**src/hw/rtl/indexed_ordered_list_defines.svh**
```systemverilog
// ----------------------------------------------------------------------------
// Indexed ordered list assertion macros
// Shared concurrent assertion forms, sampled on clk and disabled in reset.
// ----------------------------------------------------------------------------
`ifndef INDEXED_ORDERED_LIST_DEFINES_SVH
`define INDEXED_ORDERED_LIST_DEFINES_SVH

// Same-cycle implication.
`define IOL_ASSERT_IMP(name, pre, post) \
    name: assert property (@(posedge clk) disable iff (!rst_n) (pre) |-> (post)) \
        else $error("indexed ordered list assertion failed");

// Next-cycle implication.
`define IOL_ASSERT_NEXT(name, pre, post) \
    name: assert property (@(posedge clk) disable iff (!rst_n) (pre) |=> (post)) \
        else $error("indexed ordered list assertion failed");

`endif

```
**src/hw/rtl/iol_pkg.sv**
```systemverilog
`timescale 1ns / 1ps
// ----------------------------------------------------------------------------
// Indexed ordered list package
// Field widths, operation and status codes, and controller interface types.
// ----------------------------------------------------------------------------
package iol_pkg;

    localparam int IOL_DEPTH      = 16;
    localparam int IOL_DATA_WIDTH = 32;

    localparam int FUNC_W = 3;
    localparam int POS_W  = 4;
    localparam int VAL_W  = 32;
    localparam int ST_W   = 2;
    localparam int LEN_W  = 5;
    localparam int ACT_W  = 2;

    localparam logic [FUNC_W-1:0] FN_PUSH   = 3'd0;
    localparam logic [FUNC_W-1:0] FN_APPEND = 3'd1;
    localparam logic [FUNC_W-1:0] FN_INSERT = 3'd2;
    localparam logic [FUNC_W-1:0] FN_READ   = 3'd3;
    localparam logic [FUNC_W-1:0] FN_DELETE = 3'd4;

    localparam logic [ST_W-1:0] ST_OK    = 2'd0;
    localparam logic [ST_W-1:0] ST_RANGE = 2'd1;
    localparam logic [ST_W-1:0] ST_FULL  = 2'd2;

    localparam logic [ACT_W-1:0] ACT_NONE   = 2'd0;
    localparam logic [ACT_W-1:0] ACT_INSERT = 2'd1;
    localparam logic [ACT_W-1:0] ACT_READ   = 2'd2;
    localparam logic [ACT_W-1:0] ACT_DELETE = 2'd3;

    typedef struct packed {
        logic load;
        logic idx_init;
        logic rd;
        logic wr_shift;
        logic finish;
    } iol_cmd_t;

    typedef struct packed {
        logic [ACT_W-1:0] act;
        logic             shift_more;
        logic             out_free;
    } iol_stat_t;

endpackage

```
**src/hw/rtl/iol_ctrl.sv**
```systemverilog
`timescale 1ns / 1ps
// ----------------------------------------------------------------------------
// Indexed ordered list controller
// Sequences request capture, entry moves and result hand-off.
// ----------------------------------------------------------------------------
module iol_ctrl
    import iol_pkg::*;
(
    input  logic      clk,
    input  logic      rst_n,
    input  logic      in_valid,
    output logic      in_stall,
    input  iol_stat_t stat,
    output iol_cmd_t  cmd
);

    localparam logic [2:0] S_IDLE   = 3'd0;
    localparam logic [2:0] S_START  = 3'd1;
    localparam logic [2:0] S_CHECK  = 3'd2;
    localparam logic [2:0] S_MOVE   = 3'd3;
    localparam logic [2:0] S_FINISH = 3'd4;

    logic [2:0] state_reg;
    logic [2:0] state_next;

    always_comb
    begin
        state_next = state_reg;
        cmd        = '0;
        in_stall   = 1'b1;
        case (state_reg)
            S_IDLE:
            begin
                in_stall = 1'b0;
                if (in_valid)
                begin
                    cmd.load   = 1'b1;
                    state_next = S_START;
                end
            end
            S_START:
            begin
                cmd.idx_init = 1'b1;
                if (stat.act == ACT_INSERT || stat.act == ACT_DELETE)
                begin
                    state_next = S_CHECK;
                end
                else
                begin
                    cmd.rd     = (stat.act == ACT_READ);
                    state_next = S_FINISH;
                end
            end
            S_CHECK:
            begin
                if (stat.shift_more)
                begin
                    cmd.rd     = 1'b1;
                    state_next = S_MOVE;
                end
                else
                begin
                    state_next = S_FINISH;
                end
            end
            S_MOVE:
            begin
                cmd.wr_shift = 1'b1;
                state_next   = S_CHECK;
            end
            S_FINISH:
            begin
                if (stat.out_free)
                begin
                    cmd.finish = 1'b1;
                    state_next = S_IDLE;
                end
            end
            default:
            begin
                state_next = S_IDLE;
            end
        endcase
    end

    always_ff @(posedge clk or negedge rst_n)
    begin
        if (!rst_n)
        begin
            state_reg <= S_IDLE;
        end
        else
        begin
            state_reg <= state_next;
        end
    end

endmodule

```
**src/hw/rtl/iol_datapath.sv**
```systemverilog
`timescale 1ns / 1ps
// ----------------------------------------------------------------------------
// Indexed ordered list datapath
// Entry memory, length counter, request checks and the result register.
// ----------------------------------------------------------------------------
`include "indexed_ordered_list_defines.svh"

module iol_datapath
    import iol_pkg::*;
#(
    parameter int DEPTH      = IOL_DEPTH,
    parameter int DATA_WIDTH = IOL_DATA_WIDTH
)
(
    input  logic              clk,
    input  logic              rst_n,
    input  iol_cmd_t          cmd,
    output iol_stat_t         stat,
    input  logic [FUNC_W-1:0] func,
    input  logic [POS_W-1:0]  position,
    input  logic [VAL_W-1:0]  item_value,
    output logic              out_valid,
    input  logic              out_stall,
    output logic [VAL_W-1:0]  read_value,
    output logic [ST_W-1:0]   status,
    output logic [LEN_W-1:0]  list_length
);

    localparam int AW = $clog2(DEPTH);
    localparam int CW = $clog2(DEPTH + 1);
    localparam int PW = (CW > POS_W) ? CW : POS_W;

    logic [DATA_WIDTH-1:0] mem [DEPTH];

    logic [FUNC_W-1:0]     func_reg;
    logic [POS_W-1:0]      pos_reg;
    logic [DATA_WIDTH-1:0] val_reg;
    logic [DATA_WIDTH-1:0] rdata_reg;
    logic [AW-1:0]         idx_reg;
    logic [CW-1:0]         count_reg;
    logic [CW-1:0]         count_next;
    logic                  out_valid_reg;
    logic [VAL_W-1:0]      out_data_reg;
    logic [ST_W-1:0]       out_status_reg;
    logic [LEN_W-1:0]      out_len_reg;

    logic [PW-1:0]    pos_x;
    logic [PW-1:0]    cnt_x;
    logic [PW-1:0]    ins_pos_x;
    logic             full;
    logic [ACT_W-1:0] act;
    logic [ST_W-1:0]  st;
    logic [AW-1:0]    rd_addr;

    assign pos_x = PW'(pos_reg);
    assign cnt_x = PW'(count_reg);
    assign full  = (cnt_x == PW'(DEPTH));

    always_comb
    begin
        act       = ACT_NONE;
        st        = ST_OK;
        ins_pos_x = pos_x;
        case (func_reg)
            FN_PUSH:
            begin
                ins_pos_x = '0;
                if (full)
                    st = ST_FULL;
                else
                    act = ACT_INSERT;
            end
            FN_APPEND:
            begin
                ins_pos_x = cnt_x;
                if (full)
                    st = ST_FULL;
                else
                    act = ACT_INSERT;
            end
            FN_INSERT:
            begin
                if (full)
                    st = ST_FULL;
                else if (count_reg == '0 || pos_x > cnt_x)
                    st = ST_RANGE;
                else
                    act = ACT_INSERT;
            end
            FN_READ:
            begin
                if (pos_x < cnt_x)
                    act = ACT_READ;
                else
                    st = ST_RANGE;
            end
            FN_DELETE:
            begin
                if (pos_x < cnt_x)
                    act = ACT_DELETE;
                else
                    st = ST_RANGE;
            end
            default:
            begin
                st = ST_RANGE;
            end
        endcase
    end

    always_comb
    begin
        case (act)
            ACT_INSERT: rd_addr = idx_reg - AW'(1);
            ACT_DELETE: rd_addr = idx_reg + AW'(1);
            default:    rd_addr = pos_x[AW-1:0];
        endcase
    end

    always_comb
    begin
        count_next = count_reg;
        if (cmd.finish && act == ACT_INSERT)
            count_next = count_reg + CW'(1);
        else if (cmd.finish && act == ACT_DELETE)
            count_next = count_reg - CW'(1);
    end

    assign stat.act        = act;
    assign stat.shift_more = (act == ACT_INSERT) ? (PW'(idx_reg) > ins_pos_x)
                                                 : ((PW'(idx_reg) + PW'(1)) < cnt_x);
    assign stat.out_free   = !out_valid_reg || !out_stall;

    always_ff @(posedge clk)
    begin
        if (cmd.load)
        begin
            func_reg <= func;
            pos_reg  <= position;
            val_reg  <= DATA_WIDTH'(item_value);
        end
        if (cmd.idx_init)
        begin
            if (act == ACT_INSERT)
                idx_reg <= ins_pos_x == cnt_x ? cnt_x[AW-1:0] : count_reg[AW-1:0];
            else
                idx_reg <= pos_x[AW-1:0];
        end
        else if (cmd.wr_shift)
        begin
            if (act == ACT_INSERT)
                idx_reg <= idx_reg - AW'(1);
            else
                idx_reg <= idx_reg + AW'(1);
        end
        if (cmd.rd)
            rdata_reg <= mem[rd_addr];
        if (cmd.wr_shift)
            mem[idx_reg] <= rdata_reg;
        else if (cmd.finish && act == ACT_INSERT)
            mem[idx_reg] <= val_reg;
        if (cmd.finish)
        begin
            out_data_reg   <= (act == ACT_READ) ? VAL_W'(rdata_reg) : '0;
            out_status_reg <= st;
            out_len_reg    <= LEN_W'(count_next);
        end
    end

    always_ff @(posedge clk or negedge rst_n)
    begin
        if (!rst_n)
        begin
            count_reg     <= '0;
            out_valid_reg <= 1'b0;
        end
        else
        begin
            count_reg <= count_next;
            if (cmd.finish)
                out_valid_reg <= 1'b1;
            else if (!out_stall)
                out_valid_reg <= 1'b0;
        end
    end

    assign out_valid   = out_valid_reg;
    assign read_value  = out_data_reg;
    assign status      = out_status_reg;
    assign list_length = out_len_reg;

    `IOL_ASSERT_IMP(a_count_bound, 1'b1, count_reg <= CW'(DEPTH))
    `IOL_ASSERT_NEXT(a_insert_grows, cmd.finish && act == ACT_INSERT,
        count_reg == $past(count_reg) + CW'(1))
    `IOL_ASSERT_NEXT(a_result_source, !out_valid_reg && !cmd.finish, !out_valid_reg)
    `IOL_ASSERT_IMP(a_finish_slot, cmd.finish, !out_valid_reg || !out_stall)

endmodule

```
**src/hw/rtl/indexed_ordered_list.sv**
```systemverilog
`timescale 1ns / 1ps
// ----------------------------------------------------------------------------
// Indexed ordered list
// Bounded list of data words with push, append, insert, read and delete
// by position; each request returns one result transaction.
// ----------------------------------------------------------------------------
// Channel   Handshake            Payload
// input     in_valid, in_stall   func, position, item_value
// output    out_valid, out_stall read_value, status, list_length
//
// A read or a rejected request passes through the start and finish states
// before the next acceptance; insert and delete add a check state and a
// check-and-move pass per entry moved, since each move is one read and one
// write of the single-port entry memory.
// Reset clears the length; entry memory is not cleared.
// A stalled result holds the finished request until the result slot frees.
// ----------------------------------------------------------------------------
module indexed_ordered_list
    import iol_pkg::*;
#(
    parameter int DEPTH      = IOL_DEPTH,
    parameter int DATA_WIDTH = IOL_DATA_WIDTH
)
(
    input  logic              clk,
    input  logic              rst_n,
    input  logic              in_valid,
    output logic              in_stall,
    input  logic [FUNC_W-1:0] func,
    input  logic [POS_W-1:0]  position,
    input  logic [VAL_W-1:0]  item_value,
    output logic              out_valid,
    input  logic              out_stall,
    output logic [VAL_W-1:0]  read_value,
    output logic [ST_W-1:0]   status,
    output logic [LEN_W-1:0]  list_length
);

    iol_cmd_t  cmd;
    iol_stat_t stat;

    iol_ctrl u_ctrl (
        .clk      (clk),
        .rst_n    (rst_n),
        .in_valid (in_valid),
        .in_stall (in_stall),
        .stat     (stat),
        .cmd      (cmd)
    );

    iol_datapath #(
        .DEPTH      (DEPTH),
        .DATA_WIDTH (DATA_WIDTH)
    ) u_datapath (
        .clk         (clk),
        .rst_n       (rst_n),
        .cmd         (cmd),
        .stat        (stat),
        .func        (func),
        .position    (position),
        .item_value  (item_value),
        .out_valid   (out_valid),
        .out_stall   (out_stall),
        .read_value  (read_value),
        .status      (status),
        .list_length (list_length)
    );

endmodule

```
**config.mk**
```make
export PLATFORM = sky130hd
export DESIGN_NAME = indexed_ordered_list
export DESIGN_NICKNAME = d
export VERILOG_FILES = /design/src/hw/rtl/iol_pkg.sv /design/src/hw/rtl/iol_ctrl.sv /design/src/hw/rtl/iol_datapath.sv /design/src/hw/rtl/indexed_ordered_list.sv
export VERILOG_INCLUDE_DIRS = /design/src /design/src/hw/rtl
export SDC_FILE = /design/constraint.sdc
export NUM_CORES = 1
export LEC_CHECK = 0
export ABC_CLOCK_PERIOD_IN_PS = 6300
export BUFFER_PORTS_ARGS = -buffer_cell sky130_fd_sc_hd__buf_2
export CORE_ASPECT_RATIO = 0.6
export CORE_MARGIN = 1.5
export CORE_UTILIZATION = 60
export DETAILED_ROUTE_END_ITERATION = 10
export PLACE_DENSITY = 0.79
export SLEW_MARGIN = 30
export SYNTH_ARGS = -nofsm -noshare
export SYNTH_HDL_FRONTEND = slang
export SYNTH_SLANG_ARGS = --single-unit
```
**constraint.sdc**
```tcl
create_clock -name clk -period 6.3 [get_ports clk]
set_input_delay 0.315 -clock clk [delete_from_list [all_inputs] [get_ports clk]]
set_output_delay 0.315 -clock clk [all_outputs]
set_load 0.005 [all_outputs]
```
Yosys cells after proc, flatten, opt, wreduce, memory -nomap -nowiden
Memory sizes are Yosys's and may differ from the RTL's. A register that Yosys moved wholly into a read port is not among the register bits. Index checks and enable logic that the tools add are counted.

Flip-flop bits (word level): 91. Bits in latches: 0. Bits in writable memories: 512. Memory bits (read-only): 0. Bits of input ports: 43. Output and inout bits: 41. Word-level logic and storage cells: 93. Memories: 1.

Add/subtract/negate cells: 5. Multiply operators: 0. Div/mod/pow operators: 0. $lt $le $gt $ge: 4. Eq/ne operators: 15. Shifts and indexed selects: 0. Muxes and demuxes: 43. Bitwise logic cells: 1. Reduce and logical (&&, ||, !) cells: 14.

Memory list: u_datapath.mem (depth 16, width 32, read ports 1, clocked after Yosys merged registers in 1, wr ports 1, RTL line iol_datapath.sv:33) `logic [DATA_WIDTH-1:0] mem [DEPTH];`.

Operator list (number): two-way mux 32 bit (1); two-way mux 1 bit (21); two-way mux 4 bit (4); one-hot mux 3 bit (5 select lines) (1); == test 3 x 2 -> 1 bit (second input constant) (4); two-way mux 3 bit (4); greater-than comparator 4 x 5 -> 1 bit (2); two-way mux 2 bit (5); two-way mux 5 bit (2); one-hot mux 5 bit (2 select lines) (1); one-hot mux 2 bit (4 select lines) (1); one-hot mux 4 bit (2 select lines) (1); == test 3 x 1 -> 1 bit (second input constant) (2); == test 3 bit (second input constant) (2); logical NOT 3 bit (2); one-hot mux 2 bit (3 select lines) (1); adder 4 x 1 -> 5 bit (second input constant) (1); adder 5 x 1 -> 5 bit (second input constant) (1); == test 5 bit (second input constant) (1); logical NOT 5 bit (1); less-than comparator 4 x 5 -> 1 bit (1); less-than comparator 5 bit (1); subtractor 5 x 1 -> 5 bit (second input constant) (1); adder 4 x 1 -> 4 bit (second input constant) (1); other kinds (13) (20).

Depth between registers and ports, before layout
Gate-level depths: netlist (run 1).

Depth in word-level cells: 11. Mapped depth: 14. Gate-level depth less buffers: 12.

Cells and area by module
Synthesis (run 1) repeated with hierarchy kept, for this count alone.

Cells, all modules: 1383. Area total of the unflattened synthesis: 24950.2 um^2.

Modules (own cells, without submodules): iol_datapath (times used 1, cells an instance 1358, area an instance 24709.9 um^2, sequential area each 18948.2 um^2); iol_ctrl (times used 1, cells an instance 25, area an instance 240.2 um^2, sequential area each 75.1 um^2).

Least setup slack after synthesis (run 1)
No wires, ideal clock.

Kind: reg2reg. Start point: register u_ctrl.state_reg[1]. End point: memory u_datapath.mem[3][0] (netlist bit), enable pin. Library setup time: 0.461 ns. Arrival: 4.406 ns. Required time: 5.839 ns. Setup slack: 1.433 ns. Cell stages (with the launch flop): 9. Buffers on the path: 1. Period minus slack after synthesis: 4.867 ns. Path through: dfrtp_1 -> clkbuf_1 -> nor2_1 -> nand3_1 -> inv_1 -> nand2_1 -> nand2_1 -> nand2_1 -> nor3_1.

RTL lines: from (decl) (RTL line iol_ctrl.sv:23) `logic [2:0] state_reg;`; from (signal assigned) (RTL line iol_ctrl.sv:94) `state_reg <= state_next;`; to (decl) (RTL line iol_datapath.sv:33).

Worst setup path after layout (run 1)
Start point: register u_datapath.count_reg[1] (netlist: u_datapath.cnt_x[1]). End point: register u_datapath.rdata_reg[15], read port of u_datapath.mem, data pin.

Longest elaborated chain between the ends: 9. Elaborated cells on any way between the ends: 23. Those cells by class: order compare (4); eq/ne (4); mux (12); reduce/logical (3).

RTL lines: from (decl) (RTL line iol_datapath.sv:40) `logic [CW-1:0] count_reg;`; from (signal assigned) (RTL line iol_datapath.sv:179) `count_reg <= count_next;`; greater-than comparator 4 x 5 -> 1 bit / logical NOT 5 bit (equally long branches) (RTL line iol_datapath.sv:85) `else if (count_reg == '0 || pos_x > cnt_x)`; logical OR 1 bit (RTL line iol_datapath.sv:85); two-way mux 1 bit (RTL line iol_datapath.sv:85); two-way mux 2 bit (RTL line iol_datapath.sv:83) `if (full)`; one-hot mux 2 bit (4 select lines) (RTL line iol_datapath.sv:64) `case (func_reg)`; == test 2 x 1 -> 1 bit / == test 2 bit (equally long branches) (RTL line iol_ctrl.sv:44, iol_datapath.sv:113, iol_datapath.sv:130); two-way mux 1 bit / logical OR 1 bit (equally long branches) (RTL line iol_datapath.sv:130, iol_ctrl.sv:44); two-way mux 1 bit, on equally long branches (RTL line iol_ctrl.sv:56, iol_ctrl.sv:44); one-hot mux 1 bit (2 select lines) (RTL line iol_ctrl.sv:31) `case (state_reg)`; to (decl) (RTL line iol_datapath.sv:38) `logic [DATA_WIDTH-1:0] rdata_reg;`.

Several ways; a longest one is shown, not always the timed one. A chain may end at the register's enable or synchronous reset.

==> flow_summary_export.csv, run 1 <==
group,metric,value,unit
cts,clk_pin_slew,0.07,ns
routing,vias,14043,
logic_synthesis,synth-edff-count,626,
min_path,hp-class,"in -> reg",
floorplanning,start_util,61.30,%
power_and_ir_drop,p_int,8.595,mW
setup_path,start_kind,"flip-flop",
cts,ctsResizeCount,0,
logic_synthesis,postSynthCellCount,1462,
cts,post_cts_buffers,0,
layout,stdcell_area,28730,sq um
timing,finalHoldViolations,0,
placed_design,dp_hpwl,34290,um
global_routing,antenna_found_initial,1,
routing,wl,59490,um
layout,layout-drive-gt1-share,14.71,%
logic_synthesis,synth_top_family_by_area,"multiplexers",
power_and_ir_drop,combPwrFrac,32.2,%
logic_synthesis,synth_nets,1525,
floorplanning,fp.dieW,266.3,um
logic_synthesis,synth-simple-area-share,5.253,%
routing,first_iter_violations,1776,
floorplanning,die_area,42870,sq um
timing,period_needed,4.594,ns
routing,firstDrtPassIters,5,
layout,largest_reg_flops,512,
timing,drv_slew,0,
logic_synthesis,synth_cell_type_count,60,
logic_synthesis,yosys.area_share.adder,1.003,%
routing,antenna_left,0,
power_and_ir_drop,clockPowerShare,25.0,%
power_and_ir_drop,power.total,12.81,mW
status,status,"finished clean",
power_and_ir_drop,p_seq_share,42.8,%
global_routing,gr-max-usage-layer,"met1",
power_and_ir_drop,power.density,446.0,nW/um^2
logic_synthesis,synthFlopType,"edfxtp_1",
timing,rsz0062_at_grt,"no",
global_routing,grt_use_met3,4.803,%
global_routing,grt_start_max_net_pins,61,
floorplanning,ios,84,
run,drv_cap,0,
cts,cts_made_buffers,54,
routing,drc,0,
power_and_ir_drop,p_sw_share,32.93,%
logic_synthesis,yosysSeqAreaShare,76.21,%
placed_design,io_buffers,83,
cts,clockBufferDepth,3,
power_and_ir_drop,p_switching,4.220,mW
logic_synthesis,synth_xor_area_share,0.2456,%
logic_synthesis,ys_ff_latch,635,
timing,fin_skew,0.02576,ns
routing,via_per_inst,6.311,
timing,setup_tns,0,ns
floorplanning,std_cell_rows,57,
logic_synthesis,async_reset_ff_share,1.417,%
setup_path,path_cells,"inv_1, ha_1, nor2b_1, o311ai_2, nand2_1, and3_1, nand2_1, o21a_1, buf_4, o22ai_1, or4_1",
setup_path,slowest_delay,0.86,ns
placed_design,place_area,26630,sq um
global_routing,use_met2,42.52,%
layout,areaGrowthSynthToFinish,15.11,%
setup_path,critPathMostFrequentCell,"nand2_1",
layout,fin_nets,1684,
global_routing,grt-ovfl-total,0,
logic_synthesis,syn_area,24960,sq um
cts,cts_tree,"done",
timing,slew_headroom,28.71,%
logic_synthesis,synth_area_per_cell,17.07,sq um
setup_path,critPathArrivalTime,4.91,ns
layout,largest-register,"u_datapath.mem",
setup_path,crit_fanout,18,
logic_synthesis,synth_warnings,0,
timing,fin_hold_ws,0.04131,ns
timing,post-route-period-util,72.92,%
power_and_ir_drop,ir_worst_vdd,0.0003056,V
setup_path,path_class,"reg -> reg",
timing,tightest_slew,1.069,ns
layout,fin_cells,2225,
cts,clock_sinks,635,
setup_path,critPathSlowestCell,"o21a_1",
logic_synthesis,muxShareOfSynthArea,10.39,%
global_routing,grtUsageMet1,43.13,%
cts,clock_latency,0.60,ns
layout,final_util,70.56,%
setup_path,cp.required,6.62,ns
global_routing,grt_usage,28.09,%
power_and_ir_drop,cellLeakagePower,10.14,nW
timing,max_freq,0.2177,GHz
layout,antenna_cells,0,
placed_design,placedCellCount,2083,
global_routing,grt_pass1_wl,88320,um
timing,worst_slack,1.706,ns
placed_design,routabilityCongestion,0.8630,
timing,setup_viol_count_final,0,
placed_design,post-place-ws,1.686,ns
global_routing,grt_pass1_vias,13876,
logic_synthesis,synth_compound_area_share,5.148,%
cts,root_buffer,"clkbuf_16",
floorplanning,core-area,40720,sq um
floorplanning,die_h,161.0,um
setup_path,crit_path_end_kind,"flip-flop",
routing,wire_per_inst,26.74,um
cts,htreeDepth,2,
[cell usage in the layout (no fill, tap or decap), drive strengths merged, types with 25 or more instances in the layout]
master	netlist	final
and2	33	33
buf	44	132
clkbuf	26	67
clkinv	0	25
dlygate4sd3	0	41
edfxtp	626	626
mux2i	259	259
nand2	128	128
nor2	27	27
o22ai	131	131
or4	32	32
[routing by layer]
| metal | up-vias | part of all wire [%] |
|---|---|---|
| li1 | 6090 | - |
| met1 | 7163 | 42 |
| met2 | 696 | 46 |
| met3 | 94 | 9.5 |
| met4 | 0 | 2.1 |
| met5 | - | 0 |
[Yosys cell counts, types with 14 or more instances]
| library cell | n | area, sq um |
|---|---|---|
| a21oi_1 | 17 | 85.08 |
| and2_1 | 33 | 206.5 |
| buf_2 | 25 | 125.1 |
| clkbuf_1 | 25 | 93.84 |
| edfxtp_1 | 626 | 18800 |
| ha_1 | 20 | 250.2 |
| inv_1 | 14 | 52.55 |
| mux2i_1 | 259 | 2592 |
| nand2_1 | 128 | 480.5 |
| nor2_1 | 27 | 101.4 |
| o22ai_1 | 131 | 819.5 |
| or4_1 | 32 | 240.2 |
[power groups by stage]
stage               Sequential [mW]  Combinational (mW)  Clock, mW
finish                         5.49                4.13       3.20
global route                   5.51                4.39       3.39
CTS                            5.48                4.07       3.23
detailed placement             5.57                4.02          0
global placement               5.56                3.87          0
floorplan                      5.47                2.97          0
[cells by family after synthesis]
group,count (synthesis)
flip-flops,635
AND/OR/NAND/NOR,262
multiplexers,259
AO/OA/AOI/OAI,194
buffers and inverters,85
adder cells (fa/ha/maj),20
XOR/XNOR,7
[worst paths after layout]
check | from | end | slack, ns | cells after the start
setup / recovery | u_datapath.cnt_x[1] | u_datapath.rdata_reg[15] | 1.71 | 11
hold / removal | in_valid | u_ctrl.state_reg[0] | 0.04 | 3
setup reg to reg | u_datapath.cnt_x[1] | u_datapath.rdata_reg[15] | 1.71 | 11
hold reg to reg | u_datapath.out_valid | u_datapath.out_valid | 0.52 | 2
max in group asynchronous | rst_n | u_ctrl.state_reg[0] | 5.99 | 2
min in group asynchronous | rst_n | u_datapath.cnt_x[1] | 0.11 | 2
[critical path: cells and delay by family (launching register included)]
family | cells | cell delay (ns)
simple gates | 5 | 1.51
compound gates | 3 | 1.38
buf+inv | 2 | 0.60
flops | 1 | 0.47
fa+ha+maj | 1 | 0.33
[timing repair]
item	4_1_cts	5_1_grt
hold buffers	41	0
hold endpoints to repair	49	0
endpoints found under the setup margin	0	0
[layout make-up]
type | count | area, sq um
Clock buffer | 67 | 1421
Clock inverter | 33 | 240.2
Fill cell | 2549 | 11990
Inverter | 15 | 56.30
Multi-Input combinational cell | 742 | 5693
Sequential cell | 635 | 19020
Tap cell | 560 | 700.7
Timing Repair Buffer | 173 | 1599
(Power assumes the default switching activity.)
==> inputs of run 2 (changes only) <==
--- a/config.mk
+++ b/config.mk
@@ -6,7 +6,8 @@
 export SDC_FILE = /design/constraint.sdc
 export NUM_CORES = 1
 export LEC_CHECK = 0
-export ABC_CLOCK_PERIOD_IN_PS = 6300
+export ABC_AREA = 1
+export ABC_CLOCK_PERIOD_IN_PS = 4750
 export BUFFER_PORTS_ARGS = -buffer_cell sky130_fd_sc_hd__buf_2
 export CORE_ASPECT_RATIO = 0.6
 export CORE_MARGIN = 1.5
==> constraint.sdc (replaced) <==
create_clock -name clk -period 4.75 [get_ports clk]
set_input_delay 0.2375 -clock clk [delete_from_list [all_inputs] [get_ports clk]]
set_output_delay 0.2375 -clock clk [all_outputs]
set_load 0.005 [all_outputs]
==> run 2 against run 1 <==
  * Cell count increased by 34%
  * Sequential power increased by 37%
  * Clock power increased by 34%
  * Combinational power increased by 87%
  * Cell area increased by 4.6%
  * Via count increased by 34%
  * Critical path depth increased by 3
  * Maximum frequency increased by 18%
  * Sequential cell count unchanged
  * Hold slack improved by 0.0016 ns
  * Largest cell class unchanged
==> flow_summary_export.csv, run 2 <==
group,metric,value,unit
setup_path,start_kind,"flip-flop",
logic_synthesis,synthTopCellsByCount,"nand3_1 (643), edfxtp_1 (626), nand2_1 (465), inv_1 (100), nor2_1 (95)",
logic_synthesis,synth_cell_type_count,39,
placed_design,routabilityCongestion,0.9004,
logic_synthesis,yosys.area.top_type_share,70.33,%
layout,final_util,68.92,%
routing,firstDrtPassIters,6,
global_routing,grt_pass1_wl,107700,um
logic_synthesis,yosys.area_share.adder,0.9362,%
power_and_ir_drop,cellLeakagePower,11.29,nW
timing,setup_tns,0,ns
setup_path,cp.required,5.02,ns
power_and_ir_drop,clockPowerShare,22.0,%
logic_synthesis,yosysTopAreaCell,"edfxtp_1",
setup_path,rrSetupSlack,0.87,ns
logic_synthesis,yosysMostFrequentCell,"nand3_1",
floorplanning,fp.dieW,275.5,um
layout,largest_reg_flops,512,
global_routing,grt-ovfl-total,0,
placed_design,placedCellCount,2828,
logic_synthesis,syn_area,26730,sq um
global_routing,antenna_found_initial,1,
cts,clockBufferDepth,3,
setup_path,path_class,"reg -> reg",
logic_synthesis,synth-simple-area-share,21.53,%
logic_synthesis,synth_area_per_cell,11.92,sq um
layout,layout-drive-gt1-share,11.75,%
power_and_ir_drop,p_int,11.66,mW
floorplanning,start_util,61.27,%
layout,antenna_cells,0,
setup_path,crit_path_end_kind,"flip-flop",
logic_synthesis,synth_top_family_by_area,"simple AND/OR/NAND/NOR gates",
routing,first_iter_violations,3200,
min_path,hp-class,"in -> async",
logic_synthesis,synth_nets,2306,
power_and_ir_drop,ir_worst_vdd,0.0003780,V
timing,post-route-period-util,81.76,%
setup_path,critPathArrivalTime,4.15,ns
power_and_ir_drop,p_sw_share,40.24,%
cts,clock_sinks,635,
cts,post_cts_buffers,0,
routing,antenna_left,0,
logic_synthesis,synth_compound_area_share,1.400,%
setup_path,crit_fanout,20,
timing,slew_headroom,34.42,%
run,drv_cap,0,
global_routing,grt_start_max_net_pins,161,
power_and_ir_drop,combPwrFrac,39.5,%
floorplanning,core-area,43630,sq um
timing,drv_slew,0,
timing,setup_viol_count_final,0,
cts,cts_hold_buf,42,
routing,vias,18762,
power_and_ir_drop,p_switching,7.852,mW
routing,drc,0,
logic_synthesis,yosysSeqAreaShare,71.17,%
cts,ctsResizeCount,0,
routing,via_per_inst,6.315,
logic_synthesis,synth-edff-count,626,
logic_synthesis,muxShareOfSynthArea,0,%
layout,mostFrequentLayoutCell,"nand3_1",
layout,fin_cells,2971,
logic_synthesis,synthFlopType,"edfxtp_1",
layout,fin_nets,2412,
layout,largest-register,"u_datapath.mem",
logic_synthesis,synth.area.top_cells,"edfxtp_1 (70%), nand3_1 (12%), nand2_1 (6.5%), buf_2 (1.6%), inv_1 (1.4%)",
routing,wire_per_inst,23.72,um
timing,rsz0062_at_grt,"no",
placed_design,dp_hpwl,39360,um
power_and_ir_drop,p_seq_share,38.5,%
placed_design,io_buffers,83,
cts,clk_pin_slew,0.07,ns
layout,fill_cells,2968,
status,status,"finished clean",
logic_synthesis,postSynthCellCount,2243,
logic_synthesis,ys_ff_latch,635,
cts,root_buffer,"clkbuf_16",
timing,tightest_slew,0.9837,ns
logic_synthesis,synth_warnings,0,
cts,cts_tree,"done",
timing,fin_skew,0.02025,ns
floorplanning,std_cell_rows,59,
layout,regArea,19020,sq um
logic_synthesis,synth_xor_area_share,0.2621,%
routing,wl,70490,um
timing,finalHoldViolations,0,
power_and_ir_drop,power.density,649.0,nW/um^2
cts,clock_latency,0.61,ns
floorplanning,die_area,45870,sq um
layout,areaGrowthSynthToFinish,12.49,%
timing,max_freq,0.2575,GHz
layout,multi_input_area,6670,sq um
floorplanning,ios,84,
timing,period_needed,3.884,ns
global_routing,grt_usage,31.00,%
floorplanning,die_h,166.5,um
global_routing,grt_pass1_vias,18233,
cts,cts_made_buffers,55,
timing,worst_slack,0.8664,ns
layout,final_cell_mix,"nand3_1 (643), edfxtp_1 (626), nand2_1 (464)",
cts,htreeDepth,2,
timing,fin_hold_ws,0.04292,ns
setup_path,rr_worst_depth,14,
placed_design,post-place-ws,0.9238,ns
logic_synthesis,async_reset_ff_share,1.417,%
==> run 2: cell types whose count changed after synthesis, moves of 20 or more <==
cell / before / now
buf_2: 25 / 85
nand2_1: 128 / 465
inv_1: 14 / 100
and2_1: 33 / 0
nor2_1: 27 / 95
mux2i_1: 259 / 0
o22ai_1: 131 / 5
buf_4: 3 / 26
or4_1: 32 / 1
nand3_1: 4 / 643
nand3b_1: 2 / 29
a21oi_1: 17 / 37
==> run 2: cell type report <==
| type | instances | share of cell area, % |
|---|---|---|
| clock inverters | 30 | 0.6699 |
| repair buffers | 196 | 5.201 |
| inverters | 108 | 1.365 |
| multi-input cells | 1353 | 22.18 |
| clock buffers | 70 | 4.906 |
| flip-flops and latches | 635 | 63.27 |
| well taps | 579 | 2.409 |
==> run 2: kinds of logic after synthesis <==
| kind of cell | Yosys count |
|---|---|
| adders and majority gates | 20 |
| DFF | 635 |
| xor gates and xnor gates | 8 |
| and+or+nand+nor | 1258 |
| AOI/OAI and AO/OA | 67 |
| buffers and inverters | 255 |
==> run 2: path summary, 6_finish.rpt <==
path | start | end
min in group clk | item_value[21] | u_datapath.val_reg[21]
max reg2reg | u_datapath.cnt_x[1] | u_datapath.mem[14][29]
min | rst_n | u_datapath.cnt_x[1]
max | u_datapath.cnt_x[1] | u_datapath.mem[14][29]
max in group asynchronous | rst_n | u_datapath.cnt_x[0]
min reg2reg | u_datapath.out_valid | u_datapath.out_valid
==> run 2: worst max-delay path, stage by stage, from the launching register on <==
cell	delay, ns
dfrtp_1	0.40
inv_1	0.23
ha_1	0.28
nand2_1	0.06
inv_1	0.05
nand3_1	0.11
nand3_2	0.10
nand2_2	0.10
nand3_4	0.13
nand2_1	0.41
nand2_4	0.19
nand2_1	0.17
nand2_1	0.31
nor2_4	0.54
buf_4	0.44
==> run 2: power by group through the flow <==
stage | clock network [mW] | registers, mW | logic (mW)
after floorplan | 0 | 7.59 | 5.03
after global placement | 0 | 7.62 | 7.16
after detailed placement | 0 | 7.63 | 7.42
after CTS | 4.31 | 7.51 | 7.52
after global routing | 4.54 | 7.55 | 8.37
final | 4.29 | 7.51 | 7.71
==> run 2: layer usage <==
layer  GRT usage [%]  routed length [um]  vias up  part of all wire, %
met4           7.769                1378        0                  2.0
li1                -                   -     8195                    -
met3           7.700                9510      121                   13
met2           45.46               31620     1348                   45
met5               0                   0        -                    0
met1           46.87               27970     9098                   40
==> run 2: through the flow <==
stage	power (mW)	area [sq um]
2_1_floorplan	12.61	26730
3_3_place_gp	14.78	27920
3_5_place_dp	15.05	27930
4_1_cts	19.34	30030
5_1_grt	20.45	30070
6_report	19.51	30070
